<file path="config.mk">
export PLATFORM = sky130hd
export DESIGN_NAME = two_d_parity_4x4_codec_core
export DESIGN_NICKNAME = d
export VERILOG_FILES = /design/src/sv/tdp_pkg.sv /design/src/sv/two_d_parity_4x4_codec_core.sv
export SDC_FILE = /design/constraint.sdc
export NUM_CORES = 1
export LEC_CHECK = 0
export BUFFER_PORTS_ARGS = -buffer_cell sky130_fd_sc_hd__buf_2
export CORE_AREA = 3 3 94 96
export CTS_BUF_LIST = sky130_fd_sc_hd__clkbuf_8
export DETAILED_ROUTE_END_ITERATION = 10
export DIE_AREA = 0 0 97 99
export HOLD_SLACK_MARGIN = 0.06
export PLACE_DENSITY = 0.7
export SYNTH_ARGS = -nofsm -noshare
export SYNTH_HDL_FRONTEND = slang
export SYNTH_SLANG_ARGS = --single-unit
</file>
<file path="constraint.sdc">
create_clock -name clk -period 4.36 [get_ports clk]
set_input_delay 1.09 -clock clk [delete_from_list [all_inputs] [get_ports clk]]
set_output_delay 1.09 -clock clk [all_outputs]
set_load 0.01 [all_outputs]
</file>
<file path="src/sv/tdp_pkg.sv">
package tdp_pkg;

  localparam int unsigned GridN    = 5;
  localparam int unsigned WordW    = 25;
  localparam int unsigned DataW    = 16;
  localparam int unsigned CheckW   = 9;
  localparam int unsigned StatusW  = 2;

  // operation codes
  typedef enum logic {
    FUNC_ENCODE  = 1'b0,
    FUNC_CORRECT = 1'b1
  } func_t;

  // result status codes
  typedef enum logic [StatusW-1:0] {
    ST_CLEAN     = 2'd0,
    ST_CORRECTED = 2'd1,
    ST_UNCORR    = 2'd2
  } status_t;

  // codeword bit position of grid cell [row][col]
  localparam logic [4:0] POS_MAP [GridN][GridN] = '{
    '{5'h0f, 5'h0e, 5'h0d, 5'h0c, 5'h13},
    '{5'h0b, 5'h0a, 5'h09, 5'h08, 5'h12},
    '{5'h07, 5'h06, 5'h05, 5'h04, 5'h11},
    '{5'h03, 5'h02, 5'h01, 5'h00, 5'h10},
    '{5'h14, 5'h15, 5'h16, 5'h17, 5'h18}
  };

  // bits of one row group or one column group
  function automatic logic [WordW-1:0] group_mask(input logic is_col, input int unsigned k);
    logic [WordW-1:0] m;
    m = '0;
    for (int unsigned i = 0; i < GridN; i++) begin
      if (is_col) begin
        m[POS_MAP[i][k]] = 1'b1;
      end else begin
        m[POS_MAP[k][i]] = 1'b1;
      end
    end
    return m;
  endfunction

  // exactly one bit set in a group flag vector
  function automatic logic one_hot(input logic [GridN-1:0] v);
    logic [2:0] cnt;
    cnt = '0;
    for (int unsigned i = 0; i < GridN; i++) begin
      cnt = cnt + {2'b00, v[i]};
    end
    return cnt == 3'd1;
  endfunction

endpackage

</file>
<file path="src/sv/two_d_parity_4x4_codec_core.sv">
// two-dimensional odd-parity codec over a 4x4 data grid (25-bit codeword,
// 9 check bits in positions 24..16). raise start with in_func/in_word_in to
// transfer one item; busy is always low, so a new item can be taken every
// cycle. each item produces exactly one result after the three register
// stages (input capture, group parity, classify/correct): out_valid pulses
// for one cycle with out_word_out and out_status, and the receiver cannot
// stall, so capture it in that cycle. throughput is one item per clock.
// encode (in_func = 0) uses in_word_in[15:0] and returns the check bits in
// out_word_out[8:0]; correct (in_func = 1) returns the word unchanged
// (status 0), with one bit flipped (status 1), or zero when uncorrectable
// (status 2).
module two_d_parity_4x4_codec_core
  import tdp_pkg::*;
(
  input  logic                 clk,
  input  logic                 rst_n,
  input  logic                 start,
  output logic                 busy,
  input  logic                 in_func,
  input  logic [WordW-1:0]     in_word_in,
  output logic                 out_valid,
  output logic [WordW-1:0]     out_word_out,
  output logic [StatusW-1:0]   out_status
);

  // pipeline never stalls, so the input side is always open
  assign busy = 1'b0;

  // stage 1: input capture
  logic             s1_valid_r;
  logic             s1_func_r;
  logic [WordW-1:0] s1_word_r;

  always_ff @(posedge clk) begin
    if (!rst_n) begin
      s1_valid_r <= 1'b0;
    end else begin
      s1_valid_r <= start & ~busy;
    end
  end

  always_ff @(posedge clk) begin
    s1_func_r <= in_func;
    s1_word_r <= in_word_in;
  end

  // stage 2: row and column group parity
  // a group has failed when its bits have even parity; in encode mode the
  // check positions are zeroed, so a failing data row/column is exactly the
  // check bit that must be set
  logic [WordW-1:0] s2_word_nxt;
  logic [GridN-1:0] s2_row_fail_nxt;
  logic [GridN-1:0] s2_col_fail_nxt;

  logic             s2_valid_r;
  logic             s2_func_r;
  logic [WordW-1:0] s2_word_r;
  logic [GridN-1:0] s2_row_fail_r;
  logic [GridN-1:0] s2_col_fail_r;

  always_comb begin
    if (func_t'(s1_func_r) == FUNC_ENCODE) begin
      s2_word_nxt = {{(WordW-DataW){1'b0}}, s1_word_r[DataW-1:0]};
    end else begin
      s2_word_nxt = s1_word_r;
    end
    for (int unsigned k = 0; k < GridN; k++) begin
      s2_row_fail_nxt[k] = ~^(s2_word_nxt & group_mask(1'b0, k));
      s2_col_fail_nxt[k] = ~^(s2_word_nxt & group_mask(1'b1, k));
    end
  end

  always_ff @(posedge clk) begin
    if (!rst_n) begin
      s2_valid_r <= 1'b0;
    end else begin
      s2_valid_r <= s1_valid_r;
    end
  end

  always_ff @(posedge clk) begin
    s2_func_r     <= s1_func_r;
    s2_word_r     <= s2_word_nxt;
    s2_row_fail_r <= s2_row_fail_nxt;
    s2_col_fail_r <= s2_col_fail_nxt;
  end

  // stage 3: classify and correct
  logic [CheckW-1:0] chk;
  logic [WordW-1:0]  flip;
  logic [WordW-1:0]  word_out_nxt;
  status_t           status_nxt;

  always_comb begin
    // check bits in codeword order 16..24: row checks bottom-up, then the
    // column checks, then the check over the row-check column
    chk[0] = s2_row_fail_r[3];
    chk[1] = s2_row_fail_r[2];
    chk[2] = s2_row_fail_r[1];
    chk[3] = s2_row_fail_r[0];
    for (int unsigned c = 0; c < GridN - 1; c++) begin
      chk[4 + c] = s2_col_fail_r[c];
    end
    chk[8] = ~^s2_row_fail_r[3:0];

    // bit where a failing row crosses a failing column
    flip = '0;
    for (int unsigned r = 0; r < GridN; r++) begin
      for (int unsigned c = 0; c < GridN; c++) begin
        if (s2_row_fail_r[r] && s2_col_fail_r[c]) begin
          flip[POS_MAP[r][c]] = 1'b1;
        end
      end
    end

    if (func_t'(s2_func_r) == FUNC_ENCODE) begin
      word_out_nxt = {{(WordW-CheckW){1'b0}}, chk};
      status_nxt   = ST_CLEAN;
    end else if (s2_row_fail_r == '0 && s2_col_fail_r == '0) begin
      word_out_nxt = s2_word_r;
      status_nxt   = ST_CLEAN;
    end else if (one_hot(s2_row_fail_r) && one_hot(s2_col_fail_r)) begin
      word_out_nxt = s2_word_r ^ flip;
      status_nxt   = ST_CORRECTED;
    end else begin
      word_out_nxt = '0;
      status_nxt   = ST_UNCORR;
    end
  end

  logic                out_valid_r;
  logic [WordW-1:0]    out_word_r;
  logic [StatusW-1:0]  out_status_r;

  always_ff @(posedge clk) begin
    if (!rst_n) begin
      out_valid_r <= 1'b0;
    end else begin
      out_valid_r <= s2_valid_r;
    end
  end

  always_ff @(posedge clk) begin
    out_word_r   <= word_out_nxt;
    out_status_r <= status_nxt;
  end

  assign out_valid    = out_valid_r;
  assign out_word_out = out_word_r;
  assign out_status   = out_status_r;

endmodule
</file>
==> impl_metrics.py <==
metrics = {
    "run_status": {
        "status": "finished, final reports clean",
    },
    "clocking": {
        "hold_buffers": 0,
        "cts_setup_buffers": 0,
        "numCtsBuffers": 9,
        "clkLatencyLatePin_ns": 0.36,
        "clockBufferDepth": 2,
        "clkSinkCount": 92,
        "path_clk_slew_ns": 0.09,
        "post_cts_resized": 0,
        "cts_root_buf": "clkbuf_8",
        "cts_tree": "yes",
        "htree_levels": 3,
    },
    "critical_path": {
        "slowest_stage": "or4b_4",
        "cp-start-kind": "flip-flop",
        "required_ns": 4.64,
        "crit_fanout": 16,
        "r2r_end": "out_word_out[22]$_SDFF_PN0_",
        "worstSetupEndpointType": "flip-flop",
        "path_class": "flip-flop to flip-flop",
        "r2r_start": "s2_row_fail_r[3]$_DFF_P_",
        "rr_worst_depth": 9,
        "cp.arrival_ns": 3.63,
        "worst-path-buf-inv": 2,
        "critPathTopFamily": "adder cells",
        "crit_chain": "inv_1 > fa_1 > inv_1 > fa_1 > ha_1 > or4b_4 > nor2_1 > o21ai_2 > nor2_1",
        "cp_slowest_stage_delay_ns": 0.56,
        "rrSetupSlack_ns": 1.01,
    },
    "sta": {
        "hold_ws_ns": 0.3911,
        "fin_skew_ns": 0.008383,
        "relSlewSlack_pct": 53.06,
        "hold_viol": 0,
        "rsz0062_at_grt": "no",
        "finalSetupViolCount": 0,
        "period_share_pct": 76.73,
        "tightest_slew_ns": 0.7031,
        "drv_slew": 0,
        "max_freq_mhz": 298.9,
        "min_period_ns": 3.345,
        "totalNegativeSetupSlack_ns": 0,
    },
    "floorplan": {
        "ios": 58,
        "chipWidth_um": 97,
        "start_util_pct": 39.29,
        "die_area_um2": 9603,
        "dieHeight_um": 99,
        "core-area_um2": 8134,
        "row_count": 33,
    },
    "logic_synthesis": {
        "ys.flop_type": "dfxtp_1",
        "ys_warn_count": 0,
        "synth_top_area_share_pct": 57.64,
        "synthCells": 289,
        "synth-seq-cells": 92,
        "synth.avg_cell_area_um2": 11.06,
        "synthDistinctLibCells": 32,
        "async_flop_share_pct": 0,
        "synth_area_leader_cell": "dfxtp_1",
        "yosysSeqAreaShare_pct": 57.64,
        "syn_area_um2": 3196,
        "yosys-top-cells-area": "dfxtp_1 (58%), xnor2_1 (11%), xor2_1 (5.5%)",
        "syn-num-nets": 327,
        "synth_edf_count": 0,
    },
    "power": {
        "power_density_nw_per_um2": 549.6,
        "peakVddDrop_mv": 0.2223,
        "intPower_mw": 1.510,
        "combPwrFrac_pct": 19.9,
        "swShare_pct": 27.94,
        "p_leak_nw": 1.698,
        "total_power_mw": 2.096,
        "clkPwrFrac_pct": 32.3,
        "switchingPower_uw": 585.6,
        "p_seq_share_pct": 47.9,
    },
    "run": {
        "cap_violations": 0,
    },
    "detailed_routing": {
        "ant_nets": 0,
        "wire_per_inst_um": 12.85,
        "route.vias.total": 2009,
        "initialDrtViolationCount": 82,
        "vias_per_cell": 4.396,
        "drtPass1Iterations": 4,
        "routed_wl_um": 5872,
        "drc": 0,
    },
    "min_path": {
        "hold_path_class": "flip-flop to flip-flop",
        "hold_start": "s1_word_r[8]$_DFF_P_",
        "min_path_cells": 0,
        "whs_endpoint": "s2_word_r[8]$_DFF_P_",
    },
    "placed_design": {
        "port-buffer-count": 56,
        "dp.cells": 441,
        "dpl.hpwl_um": 4470,
        "gp_congestion": 0.8838,
    },
    "global_routing": {
        "antenna_found_initial": 0,
        "grt_pass1_wl_um": 9798,
        "grt_max_degree": 23,
        "grt-ovfl-total": 0,
        "track_usage_pct": 13.21,
        "grt_pass1_vias": 2029,
    },
    "cells_and_area": {
        "nets": 385,
        "syn_to_final_growth_pct": 19.34,
        "diodes": 0,
        "multiInputGateArea_um2": 1265,
        "register_area_um2": 1842,
        "fill_cells": 776,
        "layout.core_utilization_pct": 46.89,
        "final_layout_size_suffix_gt1_share_pct": 22.16,
        "final_cells": 457,
    },
}
## how the worst max path moves through the flow
stage	start	endpoint	slack [ns]	cells past startpoint
6_report	s2_row_fail_r[3]$_DFF_P_	out_word_out[22]$_SDFF_PN0_	1.01	9
5_1_grt	s2_row_fail_r[3]$_DFF_P_	out_word_out[21]$_SDFF_PN0_	0.83	9
4_1_cts	s2_row_fail_r[3]$_DFF_P_	out_word_out[22]$_SDFF_PN0_	1.01	9
3_5_place_dp	s2_row_fail_r[3]$_DFF_P_	out_word_out[20]$_SDFF_PN0_	1.04	9
3_3_place_gp	s2_row_fail_r[3]$_DFF_P_	out_word_out[8]$_DFF_P_	1.17	9
2_1_floorplan	s2_row_fail_r[3]$_DFF_P_	out_word_out[8]$_DFF_P_	1.28	9
## cell usage after synthesis (5+ instances only)
master,n
a211oi_1,5
a21oi_1,7
and2_1,14
clkbuf_1,6
dfxtp_1,92
ha_1,5
inv_1,13
nand2_1,28
nor2_1,21
o21ai_0,6
xnor2_1,40
xor2_1,20
## layout by cell type (no fill, tap or decap), drive strengths merged, types with 4 or more instances in the layout
cell type,netlist,final
fa,4,4
dfxtp,92,92
and2,14,14
xor2,20,20
o22a,4,4
a21oi,7,7
inv,13,15
xnor2,40,40
o21ai,7,7
nand2,28,28
clkbuf,6,9
a211oi,5,5
mux2i,4,4
buf,3,56
ha,5,5
nor2,21,21
## flip-flops by register name, summed over array words and instances, names as in the netlist
signal         cells
s1_valid_r         1
s2_col_fail_r      5
out_word_out      25
out_valid          1
s2_word_r         25
s1_word_r         25
s2_row_fail_r      5
s2_func_r          1
out_status         2
s1_func_r          1
s2_valid_r         1
## power by group through the flow
stage	clock network (mW)	registers (mW)	logic (mW)
floorplan	0	1.00	0.312
global placement	0	1.02	0.417
detailed placement	0	1.03	0.421
CTS	0.694	1.01	0.422
global route	0.730	1.02	0.477
finish	0.676	1.00	0.416
## worst reg2reg max path, stage by stage (launching register included)
cell and delay [ns]:
dfxtp_1 0.45, inv_1 0.12, fa_1 0.54, inv_1 0.05, fa_1 0.36, ha_1 0.29
or4b_4 0.56, nor2_1 0.41, o21ai_2 0.31, nor2_1 0.19
## per-stage QoR
step / area, um^2 / setup WS, ns
after global placement: 3567 / 1.171
after floorplan: 3196 / 1.284
after detailed placement: 3567 / 1.043
final: 3814 / 1.015
after CTS: 3814 / 1.012
after global routing: 3814 / 0.8281
## routing by layer
layer | routed length, um | GRT usage [%]
met1 | 2562 | 15.24
met2 | 2816 | 22.35
met3 | 336 | 3.609
met4 | 156 | 7.127
met5 | 0 | 0
## kinds of logic after synthesis
kind of cell               count (synthesis)  synth area share, %
and+or+nand+nor                           72                11.24
adders and majority gates                  9                4.464
xor gates and xnor gates                  60                16.44
DFF                                       92                57.64
buffers and inverters                     22                2.780
other                                      1               0.1174
muxes                                      4                1.253
AOI/OAI and AO/OA                         29                6.069
## area by class of cell
class	count	area share [%]
Timing Repair Buffer	56	7.349
Multi-Input combinational cell	175	33.17
Clock inverter	7	3.215
Clock buffer	9	3.248
Tap cell	105	3.445
Inverter	13	1.280
Sequential cell	92	48.29
No activity file was read; power rests on OpenSTA's default activity.
